**config.mk**
```make
export PLATFORM = sky130hd
export DESIGN_NAME = iavt_front
export DESIGN_NICKNAME = d
export VERILOG_FILES = /design/src/iavt_pkg.sv /design/src/iavt_front.sv
export SDC_FILE = /design/constraint.sdc
export NUM_CORES = 1
export LEC_CHECK = 0
export BUFFER_PORTS_ARGS = -buffer_cell sky130_fd_sc_hd__buf_2
export CAP_MARGIN = 20
export CORE_MARGIN = 2
export CORE_UTILIZATION = 35
export CTS_BUF_LIST = sky130_fd_sc_hd__clkbuf_4
export CTS_CLUSTER_DIAMETER = 200
export DETAILED_ROUTE_END_ITERATION = 16
export RECOVER_POWER = 50
export SYNTH_ARGS = -nofsm -noshare
export SYNTH_HDL_FRONTEND = slang
export SYNTH_SLANG_ARGS = --single-unit
```
**constraint.sdc**
```tcl
create_clock -name clk -period 4.7 [get_ports clk]
set_input_delay 0.705 -clock clk [delete_from_list [all_inputs] [get_ports clk]]
set_output_delay 0.705 -clock clk [all_outputs]
set_load 0.01 [all_outputs]
```
**src/iavt_pkg.sv**
```systemverilog
`default_nettype none

package iavt_pkg;

  // Coordinate format of vertices, results and the stored inverse.
  localparam int COORD_WIDTH = 32;
  localparam int FRAC_BITS   = 16;

  // Frame entries are signed Q5.16, three to a register.
  localparam int ENTRY_BITS  = 21;
  localparam int ENTRY_FRAC  = 16;
  localparam int REG_BITS    = 3 * ENTRY_BITS;
  localparam int NUM_REGS    = 4;
  localparam int CFG_IDX_W   = 3;

  localparam logic [CFG_IDX_W-1:0] REG_ROW_ONE   = CFG_IDX_W'(0);
  localparam logic [CFG_IDX_W-1:0] REG_ROW_TWO   = CFG_IDX_W'(1);
  localparam logic [CFG_IDX_W-1:0] REG_ROW_THREE = CFG_IDX_W'(2);
  localparam logic [CFG_IDX_W-1:0] REG_ORIGIN    = CFG_IDX_W'(NUM_REGS - 1);

  // Setup arithmetic.
  localparam int SETUP_SHIFT = ENTRY_FRAC + FRAC_BITS;
  localparam int ADJ_W       = 2 * ENTRY_BITS + 1;
  localparam int ADJ_SPLIT   = ENTRY_BITS + 1;
  localparam int MUL_A_W     = ENTRY_BITS;
  localparam int MUL_B_W     = ADJ_SPLIT + 1;
  localparam int PROD_W      = MUL_A_W + MUL_B_W;
  localparam int DET_W       = 64;
  localparam int NUM_W       = ADJ_W + 1 + SETUP_SHIFT;
  localparam int DIV_STEPS   = NUM_W;
  localparam int DIV_CNT_W   = $clog2(DIV_STEPS);
  localparam int NUM_OPS     = 24;
  localparam int OP_W        = $clog2(NUM_OPS);
  localparam int MAT_N       = 9;
  localparam int MAT_IDX_W   = 4;

  // Origin alignment and vertex datapath widths.
  localparam int ALIGN_UP = (FRAC_BITS >= ENTRY_FRAC) ? FRAC_BITS - ENTRY_FRAC : 0;
  localparam int ALIGN_DN = (FRAC_BITS >= ENTRY_FRAC) ? 0 : ENTRY_FRAC - FRAC_BITS;
  localparam int ORG_W    = ENTRY_BITS + ALIGN_UP;
  localparam int DIFF_W   = ((COORD_WIDTH > ORG_W) ? COORD_WIDTH : ORG_W) + 1;
  localparam int PMUL_W   = DIFF_W + COORD_WIDTH;
  localparam int SUM_W    = PMUL_W + 2;

  localparam int QUEUE_DEPTH = 4;
  localparam int Q_PTR_W     = $clog2(QUEUE_DEPTH);
  localparam int Q_CNT_W     = Q_PTR_W + 1;

  typedef logic signed [COORD_WIDTH-1:0] coord_t;
  typedef coord_t [MAT_N-1:0] inv_mat_t;
  typedef logic signed [ORG_W-1:0] org_t;
  typedef org_t [2:0] org_vec_t;
  typedef logic signed [DIFF_W-1:0] diff_t;

  typedef struct packed {
    logic signed [COORD_WIDTH-1:0] vertex_x;
    logic signed [COORD_WIDTH-1:0] vertex_y;
    logic signed [COORD_WIDTH-1:0] vertex_z;
    logic                          last_vertex;
  } in_item_t;

  typedef struct packed {
    logic signed [COORD_WIDTH-1:0] local_x;
    logic signed [COORD_WIDTH-1:0] local_y;
    logic signed [COORD_WIDTH-1:0] local_z;
    logic                          singular;
    logic                          mesh_end;
  } out_item_t;

  typedef struct packed {
    diff_t [2:0] d;
    logic        last;
  } work_item_t;

  typedef struct packed {
    logic busy;
    logic singular;
  } setup_status_t;

  typedef enum logic [2:0] {
    ST_IDLE,
    ST_MUL,
    ST_ACC,
    ST_DIV_LOAD,
    ST_DIV_STEP,
    ST_DIV_DONE
  } setup_state_t;

  typedef enum logic [1:0] {
    SRC_M,
    SRC_ADJ_LO,
    SRC_ADJ_HI
  } b_src_t;

  typedef struct packed {
    logic [MAT_IDX_W-1:0] a_idx;
    logic [MAT_IDX_W-1:0] b_idx;
    b_src_t               b_src;
    logic                 sub;
    logic                 first;
    logic [MAT_IDX_W-1:0] dest;
  } uop_t;

  localparam logic [MAT_IDX_W-1:0] DEST_DET = MAT_IDX_W'(MAT_N);

  function automatic uop_t mk_uop(input int a, input int b, input b_src_t s,
                                  input logic sub, input logic first, input int dest);
    uop_t u;
    u.a_idx = MAT_IDX_W'(a);
    u.b_idx = MAT_IDX_W'(b);
    u.b_src = s;
    u.sub   = sub;
    u.first = first;
    u.dest  = MAT_IDX_W'(dest);
    return u;
  endfunction

  // Sequence of multiply-accumulate steps for the adjugate and determinant.
  // The determinant products multiply a 21-bit entry by a 43-bit cofactor,
  // so each is split into a low unsigned half and a high signed half.
  function automatic uop_t uop_rom(input logic [OP_W-1:0] op);
    uop_t u;
    unique case (op)
      5'd0:  u = mk_uop(4, 8, SRC_M, 1'b0, 1'b1, 0);
      5'd1:  u = mk_uop(5, 7, SRC_M, 1'b1, 1'b0, 0);
      5'd2:  u = mk_uop(2, 7, SRC_M, 1'b0, 1'b1, 1);
      5'd3:  u = mk_uop(1, 8, SRC_M, 1'b1, 1'b0, 1);
      5'd4:  u = mk_uop(1, 5, SRC_M, 1'b0, 1'b1, 2);
      5'd5:  u = mk_uop(2, 4, SRC_M, 1'b1, 1'b0, 2);
      5'd6:  u = mk_uop(5, 6, SRC_M, 1'b0, 1'b1, 3);
      5'd7:  u = mk_uop(3, 8, SRC_M, 1'b1, 1'b0, 3);
      5'd8:  u = mk_uop(0, 8, SRC_M, 1'b0, 1'b1, 4);
      5'd9:  u = mk_uop(2, 6, SRC_M, 1'b1, 1'b0, 4);
      5'd10: u = mk_uop(2, 3, SRC_M, 1'b0, 1'b1, 5);
      5'd11: u = mk_uop(0, 5, SRC_M, 1'b1, 1'b0, 5);
      5'd12: u = mk_uop(3, 7, SRC_M, 1'b0, 1'b1, 6);
      5'd13: u = mk_uop(4, 6, SRC_M, 1'b1, 1'b0, 6);
      5'd14: u = mk_uop(1, 6, SRC_M, 1'b0, 1'b1, 7);
      5'd15: u = mk_uop(0, 7, SRC_M, 1'b1, 1'b0, 7);
      5'd16: u = mk_uop(0, 4, SRC_M, 1'b0, 1'b1, 8);
      5'd17: u = mk_uop(1, 3, SRC_M, 1'b1, 1'b0, 8);
      5'd18: u = mk_uop(0, 0, SRC_ADJ_LO, 1'b0, 1'b1, MAT_N);
      5'd19: u = mk_uop(0, 0, SRC_ADJ_HI, 1'b0, 1'b0, MAT_N);
      5'd20: u = mk_uop(1, 3, SRC_ADJ_LO, 1'b0, 1'b0, MAT_N);
      5'd21: u = mk_uop(1, 3, SRC_ADJ_HI, 1'b0, 1'b0, MAT_N);
      5'd22: u = mk_uop(2, 6, SRC_ADJ_LO, 1'b0, 1'b0, MAT_N);
      5'd23: u = mk_uop(2, 6, SRC_ADJ_HI, 1'b0, 1'b0, MAT_N);
      default: u = mk_uop(0, 0, SRC_M, 1'b0, 1'b1, MAT_N);
    endcase
    return u;
  endfunction

endpackage

`default_nettype wire

```
**src/iavt_front.sv**
```systemverilog
`default_nettype none

module iavt_front import iavt_pkg::*; (
  input  logic          clk,
  input  logic          rst_n,
  input  logic          in_valid,
  output logic          in_ready,
  input  in_item_t      in_data,
  input  org_vec_t      origin,
  input  setup_status_t status,
  input  logic          pop,
  output logic          q_valid,
  output work_item_t    q_head
);

  work_item_t           q_mem_r [QUEUE_DEPTH];
  logic [Q_PTR_W-1:0]   wr_ptr_r, rd_ptr_r;
  logic [Q_CNT_W-1:0]   cnt_r, cnt_nxt;
  logic                 push;
  work_item_t           item;

  // Translation is removed at the door; the difference is kept exact.
  always_comb begin
    item.d[0] = DIFF_W'($signed(in_data.vertex_x)) - DIFF_W'($signed(origin[0]));
    item.d[1] = DIFF_W'($signed(in_data.vertex_y)) - DIFF_W'($signed(origin[1]));
    item.d[2] = DIFF_W'($signed(in_data.vertex_z)) - DIFF_W'($signed(origin[2]));
    item.last = in_data.last_vertex;
  end

  assign in_ready = !status.busy && (cnt_r != Q_CNT_W'(QUEUE_DEPTH));
  assign push     = in_valid && in_ready;
  assign q_valid  = (cnt_r != '0);
  assign q_head   = q_mem_r[rd_ptr_r];
  assign cnt_nxt  = cnt_r + Q_CNT_W'(push) - Q_CNT_W'(pop);

  always_ff @(posedge clk) begin
    if (!rst_n) begin
      wr_ptr_r <= '0;
      rd_ptr_r <= '0;
      cnt_r    <= '0;
    end else begin
      cnt_r <= cnt_nxt;
      if (push) begin
        wr_ptr_r <= wr_ptr_r + Q_PTR_W'(1);
      end
      if (pop) begin
        rd_ptr_r <= rd_ptr_r + Q_PTR_W'(1);
      end
    end
  end

  always_ff @(posedge clk) begin
    if (push) begin
      q_mem_r[wr_ptr_r] <= item;
    end
  end

endmodule

`default_nettype wire

```
# Word-level counts from Yosys, hierarchy flattened
# Memory sizes are Yosys's and may differ from the RTL's. A register that Yosys moved wholly into a read port is not among the register bits.
# Cells that the tools add are included.
# totals
ff_bits	7
latchBits	0
ram_bits	400
rom_bits	0
input_bits	166
elab_cells	20
n_memories	1
# mem_list
memory	depth	width	rd	rd_clocked_by_memory_dff	write_ports	line	rtl
q_mem_r	4	100	1	1	1	iavt_front.sv:16	work_item_t q_mem_r [QUEUE_DEPTH];
# classes
n_addsub	7
multipliers	0
n_div	0
n_lt_le_gt_ge	0
eq_ne	1
shift	0
n_mux	4
bitwise_logic	0
n_reduce_logical	4
# ops
operator	n
subtractor 32 x 21 -> 33 bit	3
adder 2 x 1 -> 2 bit (second input constant)	2
2-to-1 mux 2 bit	2
adder 3 x 1 -> 3 bit	1
inequality test 3 bit (second input constant)	1
nonzero test 3 bit	1
subtractor 3 x 1 -> 3 bit	1
logical AND 1 bit	2
2-to-1 mux 1 bit	2
zero test 1 bit	1

# Logic depth before layout (Yosys ltp)
# logic_depth
word_depth	5
mapped_depth	10
depth_no_buf	10

# Least setup slack after synthesis
# No wires, ideal clock.
# synth_path
kind	input port to flip-flop
from	in status[1] (netlist name)
to	mem q_mem_r[0][0] (netlist name), enable pin
arrival_ps	3473
required_ps	4229
setup_slack_ps	756
stages	2
cell_sequence	a21oi_1 -> and3_1
# synth_between
elab_chain_cells	5
# synth_lines
element	line	rtl
from (decl)	iavt_front.sv:10	input setup_status_t status,
zero test 1 bit	iavt_front.sv:30	assign in_ready = !status.busy && (cnt_r != Q_CNT_W'(QUEUE_DEPTH));
logical AND 1 bit	iavt_front.sv:30	
logical AND 1 bit	iavt_front.sv:31	assign push = in_valid && in_ready;
2-to-1 mux 1 bit	iavt_front.sv:53	if (push) begin
2-to-1 mux 1 bit (implied by the code)	iavt_front.sv:54	q_mem_r[wr_ptr_r] <= item;
to (decl)	iavt_front.sv:16	
# Every way passes these cells.

# Worst setup path in the final report
# layout_path
from	reg cnt_r[1]
to	mem q_mem_r[1][70] (netlist name), enable pin
# layout_between
elab_chain_cells	5
# layout_lines
element	line	rtl
from (decl)	iavt_front.sv:18	logic [Q_CNT_W-1:0] cnt_r, cnt_nxt;
from (signal assigned)	iavt_front.sv:42	cnt_r <= cnt_nxt;
inequality test 3 bit	iavt_front.sv:30	
logical AND 1 bit	iavt_front.sv:30	
logical AND 1 bit	iavt_front.sv:31	
2-to-1 mux 1 bit	iavt_front.sv:53	
2-to-1 mux 1 bit (implied by the code)	iavt_front.sv:54	
# Every way passes these cells.

==> impl_metrics.toml <==
[outcome]
outcome = "finished, violations left"
violations = "max-capacitance violations, max-slew violations"

[worst_setup_path]
worstPathArrival_ns = 4.25
worst-setup-path-type = "register to register"
critPathCaptureType = "register"
setup.worst_path.start_class = "register"
cp.required_ns = 5.15
crit_fanout = 42
rrSetupSlack_ns = 0.89

[logic_synthesis]
synth-xor-area-share_pct = 3.25
yosys.area_share.adder_pct = 6.45
avgSynthCellArea_um2 = 13.9
synthCells = 1508
yosys.area_share.simple_pct = 7.76
synthFlopType = "edfxtp_1"
synth_edf_count = 400
synth_top_family_by_area = "multiplexers"
synth_seq_cells = 409
syn_area_um2 = 21000
yosys_warnings = 0
synth_compound_gate_area_share_pct = 10.4
synth_cell_types = 77
synth_nets = 1780
seq_area_frac_synth_pct = 58.0
synthArstFlopShare_pct = 0
synthMuxAreaShare_pct = 11.1

[clock_network]
cts_buffer_depth = 3
cts_root_buffer = "clkbuf_4"
cts.clk_slew.worst_paths_ns = 0.07
cts-buffers-inserted = 107
cts_tree = "built"
clkSinkCount = 409
cts_setup_buffers = 0
clock_latency_ns = 0.88
cts-htree-levels = 3

[power_and_ir_drop]
p_switching_mw = 2.67
sw_frac_of_total_pct = 28.2
ir_drop_uv = 214
p_seq_share_pct = 47.2
power.density_nw_per_um2 = 385
pwr-share-comb_pct = 20.5
clkPwrFrac_pct = 32.4
internal_power_mw = 6.79
leakage_nw = 9.16

[floorplan]
die_w_um = 249
die_area_um2 = 62000
core_area_um2 = 59200
start_util_pct = 35.5
dieHeight_um = 249
design.portCount = 268
core.rowCount = 89

[drt]
wl_per_cell_um = 19.6
num_vias = 14200
drtIter0Drc = 797
avgViaCountPerCell = 5.24
post-route-drc-count = 0
drtAntennaViolNets = 0
dr.pass1.iters = 5
wl_um = 52900

[final_layout]
multi_input_area_um2 = 8150
area_growth_pct = 16.9
ff_latch_area_um2 = 12200
nNetsFinal = 2114
layout-drive-gt1-share_pct = 29.4
nFillCells = 5613
final_common_cell = "edfxtp_1"
final_cell_mix = "edfxtp_1 (400), buf_2 (262), clkbuf_4 (164)"
fin_util_pct = 41.5

[global_route]
grt_pass1_wl_um = 81500
grt_pass1_vias = 14600
track_usage_pct = 17.0
gr-total-overflow = 0
grt_max_degree = 57
grt_antenna_before_repair = 5

[flow_run]
max_cap_violations = 4

[sta]
fmax_mhz = 263
worstMarginPinSlew_ns = 2.70
slew_headroom_pct = -80.0
setup_viol = 0
hold_viol = 0
setup_slack_ns = 0.895
fin_crit_ns = 3.81
period_share_pct = 81.0
tns_ns = 0
rsz0062_at_grt = "false"
clock_skew_ns = 0.0409
slew_viol_final = 144

[min_path]
hold_path_class = "input pin to register"

[placement]
place_hpwl_um = 36300
dp_slack_ns = 1.03
gp_congestion = 0.850
portBuffers = 266
==> state kept, by name, summed over array words and instances, names as in the netlist, named ones only <==
register,cells
cnt_r,3
rd_ptr_r,2
q_mem_r,400
wr_ptr_r,2
==> cell usage after synthesis (6+ instances only) <==
cell	n	area share (%)
a31oi_1	11	0.33
o21a_1	13	0.46
o211ai_1	15	0.54
nand2_1	98	1.8
mux2i_1	6	0.29
nand2b_1	7	0.21
inv_1	103	1.8
buf_2	22	0.52
xnor2_1	51	2.1
a311oi_1	8	0.33
nor2_1	65	1.2
clkbuf_1	24	0.43
o21ai_0	55	1.3
nand3_1	27	0.64
nor2b_1	13	0.39
a21oi_1	96	2.3
xor2_1	27	1.1
dfxtp_1	9	0.86
nand4_1	19	0.57
a211oi_1	12	0.43
a21o_1	23	0.82
o2111ai_1	6	0.25
mux4_2	100	11
nor3_1	26	0.62
ha_1	102	6.1
and3_1	18	0.54
o31ai_1	7	0.25
edfxtp_1	400	57
a221oi_1	8	0.33
and2_1	23	0.68
==> routing by layer <==
layer	global-route usage (%)	up-vias	wire, um
met3	5.30	108	3830
li1	-	6648	-
met5	0	-	31
met2	27.8	437	24800
met1	21.4	6959	22900
met4	5.73	4	1370
==> power by group through the flow <==
stage | Clock, mW | Combinational, mW | Sequential [mW]
2_1_floorplan | 0 | 1.31 | 4.51
3_3_place_gp | 0 | 1.93 | 4.53
3_5_place_dp | 0 | 1.97 | 4.54
4_1_cts | 3.20 | 1.98 | 4.46
5_1_grt | 3.38 | 2.13 | 4.48
6_report | 3.06 | 1.93 | 4.46
==> timing repair <==
action | 4_1_cts | 5_1_grt
setup endpoints to repair | 0 | 0
hold buffers | 1 | 0
resized for setup | 0 | 0
endpoints found under the hold margin | 4 | 0
==> final timing paths <==
| path | start | endpoint | cells after the start |
|---|---|---|---|
| hold / removal | rst_n | cnt_r[0]$_SDFF_PN0_ | 2 |
| setup reg to reg | cnt_r[1]$_SDFF_PN0_ | q_mem_r[1][70]$_DFFE_PP_ | 4 |
| setup / recovery | cnt_r[1]$_SDFF_PN0_ | q_mem_r[1][70]$_DFFE_PP_ | 4 |
| hold reg to reg | wr_ptr_r[1]$_SDFFE_PN0P_ | wr_ptr_r[1]$_SDFFE_PN0P_ | 2 |
==> worst max-delay path: stages (launching register included) <==
cell and delay [ns]:
dfxtp_1 0.39, nor2_1 0.06, a21oi_1 0.31, and3_1 1.37, clkbuf_2 1.20
==> cell families (layout without fill, tap and decap cells) <==
kind of cell | after synthesis | after routing
muxes | 107 | 107
buffers and inverters | 158 | 570
and+or+nand+nor | 329 | 329
AOI/OAI and AO/OA | 321 | 321
other | 0 | 6
adders and majority gates | 106 | 106
xor gates and xnor gates | 78 | 78
DFF | 409 | 409
==> metrics by stage <==
stage / hold slack [ns] / total power, mW / std cells / instance area (um^2)
floorplan: 0.528 / 5.81 / 1508 / 21000
global placement: 0.552 / 6.46 / 2505 / 23300
detailed placement: 0.570 / 6.51 / 2505 / 23300
CTS: 0.0490 / 9.64 / 2693 / 24600
global route: 0.0540 / 9.99 / 2698 / 24600
finish: 0.148 / 9.46 / 2699 / 24600
==> layout make-up <==
type / instances / share of cell area, %
flip-flops and latches: 409 / 49.7
multi-input cells: 941 / 33.2
repair buffers: 280 / 6.04
clock buffers: 164 / 5.01
well taps: 773 / 3.94
inverters: 103 / 1.57
clock inverters: 23 / 0.499
diodes: 6 / 0.0611
(Power assumes the default switching activity.)
