`config.mk`:
```
export PLATFORM = sky130hd
export DESIGN_NAME = iavt_setup
export DESIGN_NICKNAME = d
export VERILOG_FILES = /design/src/iavt_pkg.sv /design/src/iavt_setup.sv
export SDC_FILE = /design/constraint.sdc
export NUM_CORES = 2
export LEC_CHECK = 0
export ABC_AREA = 0
export BUFFER_PORTS_ARGS = -buffer_cell sky130_fd_sc_hd__buf_2
export CAP_MARGIN = 10
export CORE_ASPECT_RATIO = 0.8
export CORE_MARGIN = 1
export CORE_UTILIZATION = 25
export DETAILED_ROUTE_END_ITERATION = 12
export HOLD_SLACK_MARGIN = 0.08
export PLACE_DENSITY_LB_ADDON = 0.05
export SETUP_SLACK_MARGIN = 0.02
export SYNTH_ARGS = -nofsm -noshare
export SYNTH_HDL_FRONTEND = slang
export SYNTH_SLANG_ARGS = --single-unit
```
`constraint.sdc`:
```
create_clock -name clk -period 10.8 [get_ports clk]
set_input_delay 1.08 -clock clk [delete_from_list [all_inputs] [get_ports clk]]
set_output_delay 1.08 -clock clk [all_outputs]
set_load 0.005 [all_outputs]
```
`src/iavt_pkg.sv`:
```
`default_nettype none

package iavt_pkg;

  // Coordinate format of vertices, results and the stored inverse.
  localparam int COORD_WIDTH = 32;
  localparam int FRAC_BITS   = 16;

  // Frame entries are signed Q5.16, three to a register.
  localparam int ENTRY_BITS  = 21;
  localparam int ENTRY_FRAC  = 16;
  localparam int REG_BITS    = 3 * ENTRY_BITS;
  localparam int NUM_REGS    = 4;
  localparam int CFG_IDX_W   = 3;

  localparam logic [CFG_IDX_W-1:0] REG_ROW_ONE   = CFG_IDX_W'(0);
  localparam logic [CFG_IDX_W-1:0] REG_ROW_TWO   = CFG_IDX_W'(1);
  localparam logic [CFG_IDX_W-1:0] REG_ROW_THREE = CFG_IDX_W'(2);
  localparam logic [CFG_IDX_W-1:0] REG_ORIGIN    = CFG_IDX_W'(NUM_REGS - 1);

  // Setup arithmetic.
  localparam int SETUP_SHIFT = ENTRY_FRAC + FRAC_BITS;
  localparam int ADJ_W       = 2 * ENTRY_BITS + 1;
  localparam int ADJ_SPLIT   = ENTRY_BITS + 1;
  localparam int MUL_A_W     = ENTRY_BITS;
  localparam int MUL_B_W     = ADJ_SPLIT + 1;
  localparam int PROD_W      = MUL_A_W + MUL_B_W;
  localparam int DET_W       = 64;
  localparam int NUM_W       = ADJ_W + 1 + SETUP_SHIFT;
  localparam int DIV_STEPS   = NUM_W;
  localparam int DIV_CNT_W   = $clog2(DIV_STEPS);
  localparam int NUM_OPS     = 24;
  localparam int OP_W        = $clog2(NUM_OPS);
  localparam int MAT_N       = 9;
  localparam int MAT_IDX_W   = 4;

  // Origin alignment and vertex datapath widths.
  localparam int ALIGN_UP = (FRAC_BITS >= ENTRY_FRAC) ? FRAC_BITS - ENTRY_FRAC : 0;
  localparam int ALIGN_DN = (FRAC_BITS >= ENTRY_FRAC) ? 0 : ENTRY_FRAC - FRAC_BITS;
  localparam int ORG_W    = ENTRY_BITS + ALIGN_UP;
  localparam int DIFF_W   = ((COORD_WIDTH > ORG_W) ? COORD_WIDTH : ORG_W) + 1;
  localparam int PMUL_W   = DIFF_W + COORD_WIDTH;
  localparam int SUM_W    = PMUL_W + 2;

  localparam int QUEUE_DEPTH = 4;
  localparam int Q_PTR_W     = $clog2(QUEUE_DEPTH);
  localparam int Q_CNT_W     = Q_PTR_W + 1;

  typedef logic signed [COORD_WIDTH-1:0] coord_t;
  typedef coord_t [MAT_N-1:0] inv_mat_t;
  typedef logic signed [ORG_W-1:0] org_t;
  typedef org_t [2:0] org_vec_t;
  typedef logic signed [DIFF_W-1:0] diff_t;

  typedef struct packed {
    logic signed [COORD_WIDTH-1:0] vertex_x;
    logic signed [COORD_WIDTH-1:0] vertex_y;
    logic signed [COORD_WIDTH-1:0] vertex_z;
    logic                          last_vertex;
  } in_item_t;

  typedef struct packed {
    logic signed [COORD_WIDTH-1:0] local_x;
    logic signed [COORD_WIDTH-1:0] local_y;
    logic signed [COORD_WIDTH-1:0] local_z;
    logic                          singular;
    logic                          mesh_end;
  } out_item_t;

  typedef struct packed {
    diff_t [2:0] d;
    logic        last;
  } work_item_t;

  typedef struct packed {
    logic busy;
    logic singular;
  } setup_status_t;

  typedef enum logic [2:0] {
    ST_IDLE,
    ST_MUL,
    ST_ACC,
    ST_DIV_LOAD,
    ST_DIV_STEP,
    ST_DIV_DONE
  } setup_state_t;

  typedef enum logic [1:0] {
    SRC_M,
    SRC_ADJ_LO,
    SRC_ADJ_HI
  } b_src_t;

  typedef struct packed {
    logic [MAT_IDX_W-1:0] a_idx;
    logic [MAT_IDX_W-1:0] b_idx;
    b_src_t               b_src;
    logic                 sub;
    logic                 first;
    logic [MAT_IDX_W-1:0] dest;
  } uop_t;

  localparam logic [MAT_IDX_W-1:0] DEST_DET = MAT_IDX_W'(MAT_N);

  function automatic uop_t mk_uop(input int a, input int b, input b_src_t s,
                                  input logic sub, input logic first, input int dest);
    uop_t u;
    u.a_idx = MAT_IDX_W'(a);
    u.b_idx = MAT_IDX_W'(b);
    u.b_src = s;
    u.sub   = sub;
    u.first = first;
    u.dest  = MAT_IDX_W'(dest);
    return u;
  endfunction

  // Sequence of multiply-accumulate steps for the adjugate and determinant.
  // The determinant products multiply a 21-bit entry by a 43-bit cofactor,
  // so each is split into a low unsigned half and a high signed half.
  function automatic uop_t uop_rom(input logic [OP_W-1:0] op);
    uop_t u;
    unique case (op)
      5'd0:  u = mk_uop(4, 8, SRC_M, 1'b0, 1'b1, 0);
      5'd1:  u = mk_uop(5, 7, SRC_M, 1'b1, 1'b0, 0);
      5'd2:  u = mk_uop(2, 7, SRC_M, 1'b0, 1'b1, 1);
      5'd3:  u = mk_uop(1, 8, SRC_M, 1'b1, 1'b0, 1);
      5'd4:  u = mk_uop(1, 5, SRC_M, 1'b0, 1'b1, 2);
      5'd5:  u = mk_uop(2, 4, SRC_M, 1'b1, 1'b0, 2);
      5'd6:  u = mk_uop(5, 6, SRC_M, 1'b0, 1'b1, 3);
      5'd7:  u = mk_uop(3, 8, SRC_M, 1'b1, 1'b0, 3);
      5'd8:  u = mk_uop(0, 8, SRC_M, 1'b0, 1'b1, 4);
      5'd9:  u = mk_uop(2, 6, SRC_M, 1'b1, 1'b0, 4);
      5'd10: u = mk_uop(2, 3, SRC_M, 1'b0, 1'b1, 5);
      5'd11: u = mk_uop(0, 5, SRC_M, 1'b1, 1'b0, 5);
      5'd12: u = mk_uop(3, 7, SRC_M, 1'b0, 1'b1, 6);
      5'd13: u = mk_uop(4, 6, SRC_M, 1'b1, 1'b0, 6);
      5'd14: u = mk_uop(1, 6, SRC_M, 1'b0, 1'b1, 7);
      5'd15: u = mk_uop(0, 7, SRC_M, 1'b1, 1'b0, 7);
      5'd16: u = mk_uop(0, 4, SRC_M, 1'b0, 1'b1, 8);
      5'd17: u = mk_uop(1, 3, SRC_M, 1'b1, 1'b0, 8);
      5'd18: u = mk_uop(0, 0, SRC_ADJ_LO, 1'b0, 1'b1, MAT_N);
      5'd19: u = mk_uop(0, 0, SRC_ADJ_HI, 1'b0, 1'b0, MAT_N);
      5'd20: u = mk_uop(1, 3, SRC_ADJ_LO, 1'b0, 1'b0, MAT_N);
      5'd21: u = mk_uop(1, 3, SRC_ADJ_HI, 1'b0, 1'b0, MAT_N);
      5'd22: u = mk_uop(2, 6, SRC_ADJ_LO, 1'b0, 1'b0, MAT_N);
      5'd23: u = mk_uop(2, 6, SRC_ADJ_HI, 1'b0, 1'b0, MAT_N);
      default: u = mk_uop(0, 0, SRC_M, 1'b0, 1'b1, MAT_N);
    endcase
    return u;
  endfunction

endpackage

`default_nettype wire

```
`src/iavt_setup.sv`:
```
`default_nettype none

module iavt_setup import iavt_pkg::*; (
  input  logic                 clk,
  input  logic                 rst_n,
  input  logic                 cfg_we,
  input  logic [CFG_IDX_W-1:0] cfg_idx,
  input  logic [REG_BITS-1:0]  cfg_wdata,
  output inv_mat_t             inv_mat,
  output org_vec_t             origin,
  output setup_status_t        status
);

  localparam logic [DIV_CNT_W-1:0] CNT_LAST = DIV_CNT_W'(DIV_STEPS - 1);
  localparam logic [OP_W-1:0]      OP_LAST  = OP_W'(NUM_OPS - 1);
  localparam logic [MAT_IDX_W-1:0] ENT_LAST = MAT_IDX_W'(MAT_N - 1);
  localparam logic [COORD_WIDTH:0] Q_CAP    = (COORD_WIDTH + 1)'(1) << COORD_WIDTH;
  localparam logic [COORD_WIDTH:0] Q_LIM    = (COORD_WIDTH + 1)'(1) << (COORD_WIDTH - 1);
  localparam coord_t COORD_MAX = {1'b0, {(COORD_WIDTH - 1){1'b1}}};
  localparam coord_t COORD_MIN = {1'b1, {(COORD_WIDTH - 1){1'b0}}};
  localparam coord_t COORD_ONE = coord_t'(1) << FRAC_BITS;

  setup_state_t state_r, state_nxt;
  logic [REG_BITS-1:0]  frame_r [NUM_REGS];
  logic [OP_W-1:0]      op_r;
  logic [MAT_IDX_W-1:0] ent_r;
  logic [DIV_CNT_W-1:0] cnt_r;
  coord_t               inv_r [MAT_N];
  logic                 sing_r;

  logic signed [PROD_W-1:0] prod_r;
  logic signed [DET_W-1:0]  acc_r;
  logic signed [ADJ_W-1:0]  adj_r [MAT_N];
  logic signed [DET_W-1:0]  det_r;
  logic [NUM_W-1:0]         num_r;
  logic [DET_W-1:0]         rem_r;
  logic [DET_W-1:0]         dvs_r;
  logic [COORD_WIDTH:0]     q_r;
  logic                     sat_r;
  logic                     neg_r;

  logic cfg_hit;
  logic mul_en, acc_en, div_load, div_step, div_done;
  uop_t uop;
  logic signed [ENTRY_BITS-1:0] m [MAT_N];
  logic [MAT_IDX_W-1:0]     rd_idx;
  logic signed [ADJ_W-1:0]  adj_rd;
  logic signed [MUL_A_W-1:0] a_op;
  logic signed [MUL_B_W-1:0] b_op;
  logic signed [DET_W-1:0]  prod_ext, prod_sh, acc_nxt;
  logic [DET_W:0]           rs;
  logic                     ge;
  logic [COORD_WIDTH:0]     qs, qf;
  logic                     rnd;
  coord_t                   inv_nxt;
  logic [ADJ_W:0]           n_abs;

  assign cfg_hit = cfg_we && (cfg_idx <= REG_ORIGIN);
  assign uop     = uop_rom(op_r);

  always_comb begin
    for (int i = 0; i < MAT_N; i++) begin
      m[i] = frame_r[i / 3][(i % 3) * ENTRY_BITS +: ENTRY_BITS];
    end
  end

  always_comb begin
    for (int k = 0; k < 3; k++) begin
      origin[k] = (ORG_W'($signed(frame_r[NUM_REGS - 1][k * ENTRY_BITS +: ENTRY_BITS]))
                   <<< ALIGN_UP) >>> ALIGN_DN;
    end
  end

  // Next state.
  always_comb begin
    state_nxt = state_r;
    unique case (state_r)
      ST_IDLE:     state_nxt = ST_IDLE;
      ST_MUL:      state_nxt = ST_ACC;
      ST_ACC:      state_nxt = (op_r == OP_LAST) ? ST_DIV_LOAD : ST_MUL;
      ST_DIV_LOAD: state_nxt = (det_r == '0) ? ST_IDLE : ST_DIV_STEP;
      ST_DIV_STEP: state_nxt = (cnt_r == CNT_LAST) ? ST_DIV_DONE : ST_DIV_STEP;
      ST_DIV_DONE: state_nxt = (ent_r == ENT_LAST) ? ST_IDLE : ST_DIV_LOAD;
      default:     state_nxt = ST_IDLE;
    endcase
    if (cfg_hit) begin
      state_nxt = ST_MUL;
    end
  end

  // State outputs.
  always_comb begin
    mul_en   = 1'b0;
    acc_en   = 1'b0;
    div_load = 1'b0;
    div_step = 1'b0;
    div_done = 1'b0;
    unique case (state_r)
      ST_IDLE:     mul_en   = 1'b0;
      ST_MUL:      mul_en   = 1'b1;
      ST_ACC:      acc_en   = 1'b1;
      ST_DIV_LOAD: div_load = 1'b1;
      ST_DIV_STEP: div_step = 1'b1;
      ST_DIV_DONE: div_done = 1'b1;
      default:     mul_en   = 1'b0;
    endcase
  end

  // Shared multiplier operands; the cofactor store has a single read port.
  assign rd_idx = div_load ? ent_r : uop.b_idx;
  assign adj_rd = adj_r[rd_idx];
  assign a_op   = m[uop.a_idx];

  always_comb begin
    unique case (uop.b_src)
      SRC_M:      b_op = MUL_B_W'(m[uop.b_idx]);
      SRC_ADJ_LO: b_op = $signed({1'b0, adj_rd[ADJ_SPLIT-1:0]});
      SRC_ADJ_HI: b_op = MUL_B_W'($signed(adj_rd[ADJ_W-1:ADJ_SPLIT]));
      default:    b_op = '0;
    endcase
  end

  assign prod_ext = DET_W'(prod_r);
  assign prod_sh  = (uop.b_src == SRC_ADJ_HI) ? (prod_ext <<< ADJ_SPLIT) : prod_ext;
  assign acc_nxt  = (uop.first ? '0 : acc_r) + (uop.sub ? -prod_sh : prod_sh);

  // One restoring division step per cycle.
  assign rs = {rem_r, num_r[NUM_W-1]};
  assign ge = rs >= {1'b0, dvs_r};
  assign qs = {q_r[COORD_WIDTH-1:0], ge};

  assign rnd = !sat_r && (rem_r >= (dvs_r - rem_r));
  assign qf  = q_r + (COORD_WIDTH + 1)'(rnd);

  always_comb begin
    if (!neg_r) begin
      inv_nxt = (qf >= Q_LIM) ? COORD_MAX : coord_t'(qf[COORD_WIDTH-1:0]);
    end else begin
      inv_nxt = (qf >= Q_LIM) ? COORD_MIN : coord_t'(-qf[COORD_WIDTH-1:0]);
    end
  end

  assign n_abs = adj_rd[ADJ_W-1] ? (ADJ_W + 1)'(-adj_rd) : (ADJ_W + 1)'(adj_rd);

  always_ff @(posedge clk) begin
    if (!rst_n) begin
      state_r    <= ST_IDLE;
      frame_r[0] <= REG_BITS'(1) << ENTRY_FRAC;
      frame_r[1] <= REG_BITS'(1) << (ENTRY_FRAC + ENTRY_BITS);
      frame_r[2] <= REG_BITS'(1) << (ENTRY_FRAC + 2 * ENTRY_BITS);
      frame_r[3] <= '0;
      op_r       <= '0;
      ent_r      <= '0;
      cnt_r      <= '0;
      sing_r     <= 1'b0;
      for (int i = 0; i < MAT_N; i++) begin
        inv_r[i] <= ((i % 4) == 0) ? COORD_ONE : '0;
      end
    end else begin
      state_r <= state_nxt;
      if (cfg_hit) begin
        frame_r[cfg_idx[1:0]] <= cfg_wdata;
        op_r                  <= '0;
      end else if (acc_en) begin
        op_r <= op_r + OP_W'(1);
        if (op_r == OP_LAST) begin
          ent_r <= '0;
        end
      end
      if (div_load) begin
        cnt_r <= '0;
        if (det_r == '0) begin
          sing_r <= 1'b1;
          for (int i = 0; i < MAT_N; i++) begin
            inv_r[i] <= '0;
          end
        end else begin
          sing_r <= 1'b0;
        end
      end
      if (div_step) begin
        cnt_r <= cnt_r + DIV_CNT_W'(1);
      end
      if (div_done) begin
        inv_r[ent_r] <= inv_nxt;
        ent_r        <= ent_r + MAT_IDX_W'(1);
      end
    end
  end

  always_ff @(posedge clk) begin
    if (mul_en) begin
      prod_r <= a_op * b_op;
    end
    if (acc_en) begin
      acc_r <= acc_nxt;
      if (uop.dest == DEST_DET) begin
        det_r <= acc_nxt;
      end else begin
        adj_r[uop.dest] <= acc_nxt[ADJ_W-1:0];
      end
    end
    if (div_load) begin
      num_r <= {n_abs, {SETUP_SHIFT{1'b0}}};
      rem_r <= '0;
      dvs_r <= det_r[DET_W-1] ? DET_W'(-det_r) : DET_W'(det_r);
      q_r   <= '0;
      sat_r <= 1'b0;
      neg_r <= adj_rd[ADJ_W-1] ^ det_r[DET_W-1];
    end
    if (div_step) begin
      num_r <= num_r << 1;
      rem_r <= ge ? DET_W'(rs - {1'b0, dvs_r}) : DET_W'(rs);
      if (!sat_r) begin
        if (qs >= Q_CAP) begin
          q_r   <= Q_CAP;
          sat_r <= 1'b1;
        end else begin
          q_r <= qs;
        end
      end
    end
  end

  always_comb begin
    for (int i = 0; i < MAT_N; i++) begin
      inv_mat[i] = inv_r[i];
    end
  end

  assign status.busy     = (state_r != ST_IDLE);
  assign status.singular = sing_r;

endmodule

`default_nettype wire

```
# Word-level counts from Yosys, hierarchy flattened
# Memory sizes are Yosys's and may differ from the RTL's. A register that Yosys moved wholly into a read port is not among the register bits.
# Index checks and enable logic that the tools add are counted.
[classes]
mux = 77
n_mul = 1
bitwise_logic = 13
n_eq_ne = 12
order_cmp = 7
add_sub_neg = 11
n_reduce_logical = 14
[op_table]
columns = ["operator", "count"]
rows = [
  ["32-bit two-way mux", 13],
  ["64-bit two-way mux", 6],
  ["21-bit binary-select mux with 4-bit select", 2],
  ["76-bit two-way mux", 2],
  ["33-bit two-way mux", 4],
  ["64-bit negator", 2],
  ["64-bit subtractor", 2],
  ["63-bit two-way mux", 2],
  ["21-bit two-way mux", 4],
  ["23-bit one-hot mux with 3 select lines", 1],
  ["65-bit by 64-bit greater-or-equal comparator with 1-bit output", 1],
  ["64-bit adder", 1],
  ["64-bit greater-or-equal comparator", 1],
  ["64-bit logical NOT", 1],
  ["63-bit OR reduction", 1],
  ["21-bit by 23-bit multiplier with 44-bit output", 1],
  ["44-bit two-way mux", 1],
  ["43-bit negator with 44-bit output", 1],
  ["33-bit by 1-bit adder with 33-bit output", 1],
  ["33-bit by 32-bit greater-or-equal comparator with 1-bit output (second input constant)", 1],
  ["33-bit greater-or-equal comparator (second input constant)", 1],
  ["32-bit negator", 1],
  ["32-bit OR reduction", 1],
  ["1-bit two-way mux", 27],
  ["other kinds (32)", 57],
]
[word_totals]
regBits = 399
input_bits = 69
memories = 4
romBits = 480
output_inout_bits = 353
wordCells = 156
ram_bits = 927
[memory_table]
columns = ["memory", "words", "width", "rd", "rd_ports_with_merged_regs", "wr", "line_no", "text"]
rows = [
  ["(no name shown)", 32, 15, 1, 1, 0, "iavt_pkg.sv:123", "unique case (op)"],
  ["adj_r", 9, 43, 1, 0, 1, "iavt_setup.sv:33", "logic signed [ADJ_W-1:0] adj_r [MAT_N];"],
  ["inv_r", 9, 32, 9, 0, 9, "iavt_setup.sv:28", "coord_t inv_r [MAT_N];"],
  ["frame_r", 4, 63, 4, 0, 4, "iavt_setup.sv:24", "logic [REG_BITS-1:0] frame_r [NUM_REGS];"],
]

# Logic depth before layout (Yosys ltp)
[logic_depth]
word_depth = 8
depth_mapped = 41
depth_no_buf = 37

# Least setup slack after synthesis
# Ideal clock, no wire load.
[synth_path]
path_kind = "reg-to-reg"
startpoint = "register uop[8] (netlist name)"
endpoint = "register prod_r[33], data pin"
stages_incl_launch_ff = 37
n_path_buf = 7
setup_slack_ns = 1.692
t_arrival_ns = 8.975
required_time_ns = 10.666
synth_period_minus_slack_ns = 9.108
setup_time_ns = 0.134
cell_sequence = "dfxtp_1 buf_4 buf_4 buf_2 buf_1 nor4b_1 clkbuf_1 buf_1 nand2_1 o21ai_0 o21ai_0 o21ai_0 clkbuf_1 nand2_1 fa_1 inv_1 fa_1 inv_1 fa_1 inv_1 fa_1 fa_1 fa_1 inv_1 fa_1 inv_1 ha_1 a21o_1 a21o_1 a21oi_1 o21ai_0 nand2_1 nand3b_1 a21oi_1 o21ai_0 a2111oi_0 a311o_1"
[synth_via]
elab_chain_cells = 6
elab_cells_between_ends = 8
cone_classes = "1 x mul; 5 x mux; 1 x bitwise; 1 x memory"
[synth_rtl]
columns = ["item", "line_no", "text"]
rows = [
  ["4-bit inverter with 5-bit output (implied by the code)", "iavt_setup.sv:116", "SRC_M: b_op = MUL_B_W'(m[uop.b_idx]);"],
  ["21-bit binary-select mux with 4-bit select", "iavt_setup.sv:116", ""],
  ["21-bit two-way mux (implied by the code) (2 in series)", "iavt_setup.sv:116", ""],
  ["23-bit one-hot mux with 3 select lines (*)", "iavt_setup.sv:115", "unique case (uop.b_src)"],
  ["21-bit by 23-bit multiplier with 44-bit output (*)", "iavt_setup.sv:193", "prod_r <= a_op * b_op;"],
  ["end signal, assigned", "iavt_setup.sv:193", ""],
  ["end, declared", "iavt_setup.sv:31", "logic signed [PROD_W-1:0] prod_r;"],
]
# Mark *: on every way between the ends. The rest lies on a longest branch, timed or not. The select of a mux whose other input is x is not followed.
# A chain may end at the register's enable or synchronous reset.

# Worst setup path after layout
[layout_path]
startpoint = "register state_r[2]"
endpoint = "register prod_r[41], data pin"
[layout_via]
elab_chain_cells = 6
[layout_rtl]
columns = ["item", "line_no", "text"]
rows = [
  ["start, declared", "iavt_setup.sv:23", "setup_state_t state_r, state_nxt;"],
  ["start signal, assigned", "iavt_setup.sv:160", "state_r <= state_nxt;"],
  ["3-bit by 2-bit == test with 1-bit output", "iavt_setup.sv:98", "unique case (state_r)"],
  ["1-bit two-way mux", "iavt_setup.sv:98", ""],
  ["4-bit two-way mux", "iavt_setup.sv:110", "assign rd_idx = div_load ? ent_r : uop.b_idx;"],
  ["memory 9 x 43 bit", "-", ""],
  ["23-bit one-hot mux with 3 select lines", "iavt_setup.sv:115", ""],
  ["21-bit by 23-bit multiplier with 44-bit output", "iavt_setup.sv:193", ""],
]
# Every way passes these cells.

==> flow_results.xml <==
<?xml version="1.0" encoding="UTF-8"?>
<metrics>
  <group name="routing">
    <metric name="drt-vias-per-instance" unit="">4.729</metric>
    <metric name="maxUsedRoutingLayer" unit="">met4</metric>
    <metric name="wl_per_cell" unit="microns">24.64</metric>
    <metric name="drt_first_pass_iters" unit="">5</metric>
    <metric name="detail_route.wirelength.met1" unit="mm">170.8</metric>
    <metric name="ant_nets" unit="">0</metric>
    <metric name="route.met2.wl" unit="mm">144.5</metric>
    <metric name="drc_viols" unit="">0</metric>
    <metric name="routed_wl" unit="mm">339.8</metric>
    <metric name="vias" unit="">65223</metric>
    <metric name="detail_route.iter0.violations" unit="">4655</metric>
    <metric name="dr_wl_met3" unit="mm">17.73</metric>
  </group>
  <group name="yosys">
    <metric name="avgSynthCellArea" unit="sq um">10.83</metric>
    <metric name="syn-num-nets" unit="">9334</metric>
    <metric name="post_synthesis_instance_total" unit="">8379</metric>
    <metric name="synth.yosys.warnings" unit="">0</metric>
    <metric name="netlist-cell-type-count" unit="">102</metric>
    <metric name="synth-seq-area-share" unit="">0.4360</metric>
    <metric name="synth_async_sr_flop_share" unit="">0</metric>
    <metric name="yosys_most_used_dff" unit="">sky130_fd_sc_hd__edfxtp_1</metric>
    <metric name="synth_area" unit="sq um">90780</metric>
    <metric name="postSynthRegisterBits" unit="">1341</metric>
    <metric name="number_of_enable_type_register_cells_in_the_synthesized_netlist" unit="">1272</metric>
  </group>
  <group name="timing">
    <metric name="fin_worst_skew" unit="ns">0.07459</metric>
    <metric name="timing_max_transition_violations_final" unit="">0</metric>
    <metric name="report.final.hold_viol_count" unit="">0</metric>
    <metric name="achievable-frequency" unit="MHz">97.50</metric>
    <metric name="fin_crit" unit="ns">10.26</metric>
    <metric name="worst_slew_pin_slew" unit="ns">1.211</metric>
    <metric name="final_min_period_over_clock_period" unit="">0.9496</metric>
    <metric name="fin_tns_setup" unit="ns">0</metric>
    <metric name="rsz_0062_raised_after_global_routing" unit="">no</metric>
    <metric name="setup_viol_count_final" unit="">0</metric>
    <metric name="worst_slew_margin_rel" unit="">0.1886</metric>
  </group>
  <group name="worst_hold_path">
    <metric name="hold_path_end" unit="">num_r[57]</metric>
    <metric name="min_delay_path_depth" unit="">2</metric>
    <metric name="holdCritPathClass" unit="">reg -&gt; reg</metric>
    <metric name="timing.hold.worst.start" unit="">num_r[56]</metric>
  </group>
  <group name="pwr">
    <metric name="cell_internal_pwr" unit="mW">20.27</metric>
    <metric name="finalPower" unit="mW">36.72</metric>
    <metric name="power.density" unit="nW/um^2">345.1</metric>
    <metric name="relative_contribution_of_sequential_cells_to_total_power" unit="">0.201</metric>
    <metric name="power_frac_clock" unit="">0.160</metric>
    <metric name="power.switching" unit="mW">16.45</metric>
    <metric name="sw_frac_of_total" unit="">0.4481</metric>
    <metric name="total_leakage_power" unit="nW">43.19</metric>
    <metric name="comb_power_share" unit="">0.638</metric>
    <metric name="worst_ir_drop_vdd" unit="uV">847.4</metric>
  </group>
  <group name="clock_tree">
    <metric name="cts_buffer_depth" unit="">4</metric>
    <metric name="postCtsSetupBuffers" unit="">0</metric>
    <metric name="clkTransAtPathRegs" unit="ns">0.06</metric>
    <metric name="cts.root.buffer_cell" unit="">sky130_fd_sc_hd__clkbuf_16</metric>
    <metric name="tritoncts" unit="">yes</metric>
    <metric name="cts_max_level" unit="">4</metric>
    <metric name="worst_skew_late_latency" unit="ns">0.88</metric>
    <metric name="sinks_on_the_clock_net" unit="">1341</metric>
    <metric name="cts_made_buffers" unit="">172</metric>
  </group>
  <group name="floorplanning">
    <metric name="die_area" unit="sq um">365500</metric>
    <metric name="ios" unit="">422</metric>
    <metric name="rows" unit="">197</metric>
    <metric name="chipWidth" unit="microns">675.7</metric>
    <metric name="die_y" unit="microns">541.0</metric>
    <metric name="initial_core_util" unit="">0.2517</metric>
    <metric name="core" unit="sq um">360600</metric>
  </group>
  <group name="worst_setup_path">
    <metric name="setup.reg_to_reg.worst_slack" unit="ns">0.54</metric>
    <metric name="cp_common_cell" unit="">sky130_fd_sc_hd__fa_1</metric>
    <metric name="timing.reg2reg.worst_path_depth" unit="">35</metric>
    <metric name="timing.critical_path.to_type" unit="">flip-flop</metric>
    <metric name="critical_path_arrival" unit="ns">10.84</metric>
    <metric name="worst_setup_path_start_kind" unit="">flip-flop</metric>
    <metric name="critical-path-max-stage-delay" unit="ns">0.56</metric>
    <metric name="timing.critical_path.fanout_max" unit="">31</metric>
    <metric name="r2r_end" unit="">prod_r[41]</metric>
    <metric name="crit-reg2reg-launch" unit="">state_r[2]</metric>
    <metric name="timing.critical_path.required" unit="ns">11.38</metric>
    <metric name="critical-path-slowest-cell" unit="">sky130_fd_sc_hd__fa_1</metric>
    <metric name="timing_worst_setup_path_type" unit="">reg -&gt; reg</metric>
    <metric name="startpoint" unit="">state_r[2]</metric>
  </group>
  <group name="global_route">
    <metric name="grt_pass1_vias" unit="">66211</metric>
    <metric name="grt_overflow_total" unit="">0</metric>
    <metric name="pin_count_of_the_biggest_net_entering_global_routing" unit="">90</metric>
    <metric name="grt_antenna_before_repair" unit="">23</metric>
    <metric name="globalRouteTotalUtil" unit="">0.1812</metric>
    <metric name="grt_first_pass_wirelength" unit="mm">486.5</metric>
  </group>
  <group name="finish">
    <metric name="filler_instances" unit="">37248</metric>
    <metric name="fraction_of_layout_cells_with_a_size_suffix_above_1" unit="">0.1401</metric>
    <metric name="final_common_cell" unit="">sky130_fd_sc_hd__edfxtp_1</metric>
    <metric name="layout.cells.most_common_list" unit="">sky130_fd_sc_hd__edfxtp_1, sky130_fd_sc_hd__inv_1, sky130_fd_sc_hd__nand2_1</metric>
    <metric name="syn_to_final_growth" unit="%">17.22</metric>
    <metric name="finish.net_count" unit="">9837</metric>
  </group>
  <group name="run">
    <metric name="cap_viol_max_count" unit="">0</metric>
  </group>
  <group name="placed_design">
    <metric name="hpwl" unit="mm">255.2</metric>
    <metric name="placement.io_buffers" unit="">421</metric>
    <metric name="gp_routability_congestion" unit="">0.8441</metric>
  </group>
  <group name="outcome">
    <metric name="run_status" unit="">finished clean</metric>
  </group>
</metrics>
Yosys cell counts (20+ instances only):
| cell | n | area share |
|---|---|---|
| sky130_fd_sc_hd__mux4_2 | 84 | 0.021 |
| sky130_fd_sc_hd__xor2_1 | 162 | 0.016 |
| sky130_fd_sc_hd__ha_1 | 386 | 0.053 |
| sky130_fd_sc_hd__o21ai_0 | 240 | 0.013 |
| sky130_fd_sc_hd__o31ai_1 | 53 | 0.0044 |
| sky130_fd_sc_hd__mux2i_1 | 415 | 0.046 |
| sky130_fd_sc_hd__nor3_1 | 67 | 0.0037 |
| sky130_fd_sc_hd__nand2_1 | 751 | 0.031 |
| sky130_fd_sc_hd__o21a_1 | 34 | 0.0028 |
| sky130_fd_sc_hd__nor2b_1 | 130 | 0.0090 |
| sky130_fd_sc_hd__nand3_1 | 113 | 0.0062 |
| sky130_fd_sc_hd__a22o_1 | 48 | 0.0046 |
| sky130_fd_sc_hd__nor2_1 | 722 | 0.030 |
| sky130_fd_sc_hd__nand4_1 | 70 | 0.0048 |
| sky130_fd_sc_hd__buf_1 | 36 | 0.0015 |
| sky130_fd_sc_hd__a211oi_1 | 89 | 0.0074 |
| sky130_fd_sc_hd__and3_1 | 121 | 0.0083 |
| sky130_fd_sc_hd__or3_1 | 32 | 0.0022 |
| sky130_fd_sc_hd__o221ai_1 | 23 | 0.0022 |
| sky130_fd_sc_hd__a31oi_1 | 64 | 0.0044 |
| sky130_fd_sc_hd__o21bai_1 | 42 | 0.0035 |
| sky130_fd_sc_hd__and2_1 | 264 | 0.018 |
| sky130_fd_sc_hd__a21o_1 | 186 | 0.015 |
| sky130_fd_sc_hd__a311oi_1 | 26 | 0.0025 |
| sky130_fd_sc_hd__o211ai_1 | 20 | 0.0017 |
| sky130_fd_sc_hd__a221oi_1 | 22 | 0.0021 |
| sky130_fd_sc_hd__nand2b_1 | 70 | 0.0048 |
| sky130_fd_sc_hd__xnor2_1 | 256 | 0.025 |
| sky130_fd_sc_hd__dfxtp_1 | 69 | 0.015 |
| sky130_fd_sc_hd__edfxtp_1 | 1272 | 0.42 |
| sky130_fd_sc_hd__o21ai_1 | 21 | 0.0012 |
| sky130_fd_sc_hd__buf_2 | 58 | 0.0032 |
| sky130_fd_sc_hd__clkbuf_1 | 328 | 0.014 |
| sky130_fd_sc_hd__mux2_2 | 24 | 0.0030 |
| sky130_fd_sc_hd__o41ai_1 | 21 | 0.0020 |
| sky130_fd_sc_hd__a21oi_1 | 400 | 0.022 |
| sky130_fd_sc_hd__inv_1 | 839 | 0.035 |
| sky130_fd_sc_hd__nor4_1 | 21 | 0.0014 |
| sky130_fd_sc_hd__or4_1 | 20 | 0.0017 |
| sky130_fd_sc_hd__fa_1 | 500 | 0.11 |
| sky130_fd_sc_hd__or2_2 | 26 | 0.0018 |
kinds of logic (layout without fill, tap and decap cells):
family                     Yosys count  in the layout  synth area share
DFF                               1341           1341            0.4360
AOI/OAI and AO/OA                 1438           1438            0.1039
buffers and inverters             1275           1903           0.05429
and+or+nand+nor                   2494           2494            0.1319
adders and majority gates          886            886            0.1635
muxes                              527            527           0.07014
xor gates and xnor gates           418            418           0.04033
other                                0              9                 0
layout make-up:
cell class	count	area, sq um	area share
Multi-Input combinational cell	5763	46750	0.4394
Sequential cell	1341	39600	0.3722
Clock buffer	207	4499	0.04228
Clock inverter	92	1076	0.01011
Inverter	839	3153	0.02963
Timing Repair Buffer	765	5330	0.05009
Antenna cell	9	22.52	0.0002116
Tap cell	4776	5976	0.05616
per-stage QoR:
stage	area, sq um	setup slack [ns]	utilization	hold slack [ns]	cells
after global placement	100700	0.2608	0.2793	0.4658	13481
after global routing	106400	0.02853	0.2950	0.5145	13783
after floorplan	90780	1.692	-	0.4368	8379
after detailed placement	100700	0.3369	0.2793	0.4663	13482
final	106400	0.5439	0.2951	0.4781	13792
after CTS	106300	0.3046	0.2948	0.4690	13781
power groups by stage:
stage | Combinational, mW | Sequential, mW | Clock [mW]
global route | 26.3 | 7.41 | 6.25
detailed placement | 23.6 | 7.51 | 0
floorplan | 15.5 | 7.34 | 0
global placement | 24.0 | 7.51 | 0
finish | 23.4 | 7.40 | 5.89
CTS | 23.8 | 7.40 | 6.09
worst max-delay path by stage:
stage	end	slack, ns	cells after the start
6_report	prod_r[41]	0.54	35
5_1_grt	prod_r[40]	0.03	34
4_1_cts	inv_r[1][25]	0.30	36
3_5_place_dp	inv_r[3][27]	0.34	37
3_3_place_gp	inv_r[3][25]	0.26	36
2_1_floorplan	prod_r[33]	1.69	36
worst max-delay path, delay by kind of cell, from the launching register on:
kind            cells  cell delay, ns
compound gates     13            3.36
xor+xnor            1            0.10
fa+ha+maj           8            3.98
buf+inv             8            1.23
flops               1            0.51
simple gates        5            0.76
metal layers:
metal,up-vias,GRT usage
li1,30394,-
met1,32975,0.2722
met2,1536,0.2730
met3,318,0.02894
met4,0,0.03547
met5,-,0
sequential cells by signal (all words and copies together) (netlist names), 44 cells and up:
register and count:
det_r 64, adj_r 387, frame_r 252, num_r 44, rem_r 64, prod_r 44
inv_r 288, acc_r 64, dvs_r 64
repair_timing:
item	in CTS	in global routing
hold buffers	0	0
hold endpoints to repair	0	0
resized for setup	0	7
endpoints found under the setup margin	0	44
(Power assumes the default switching activity.)
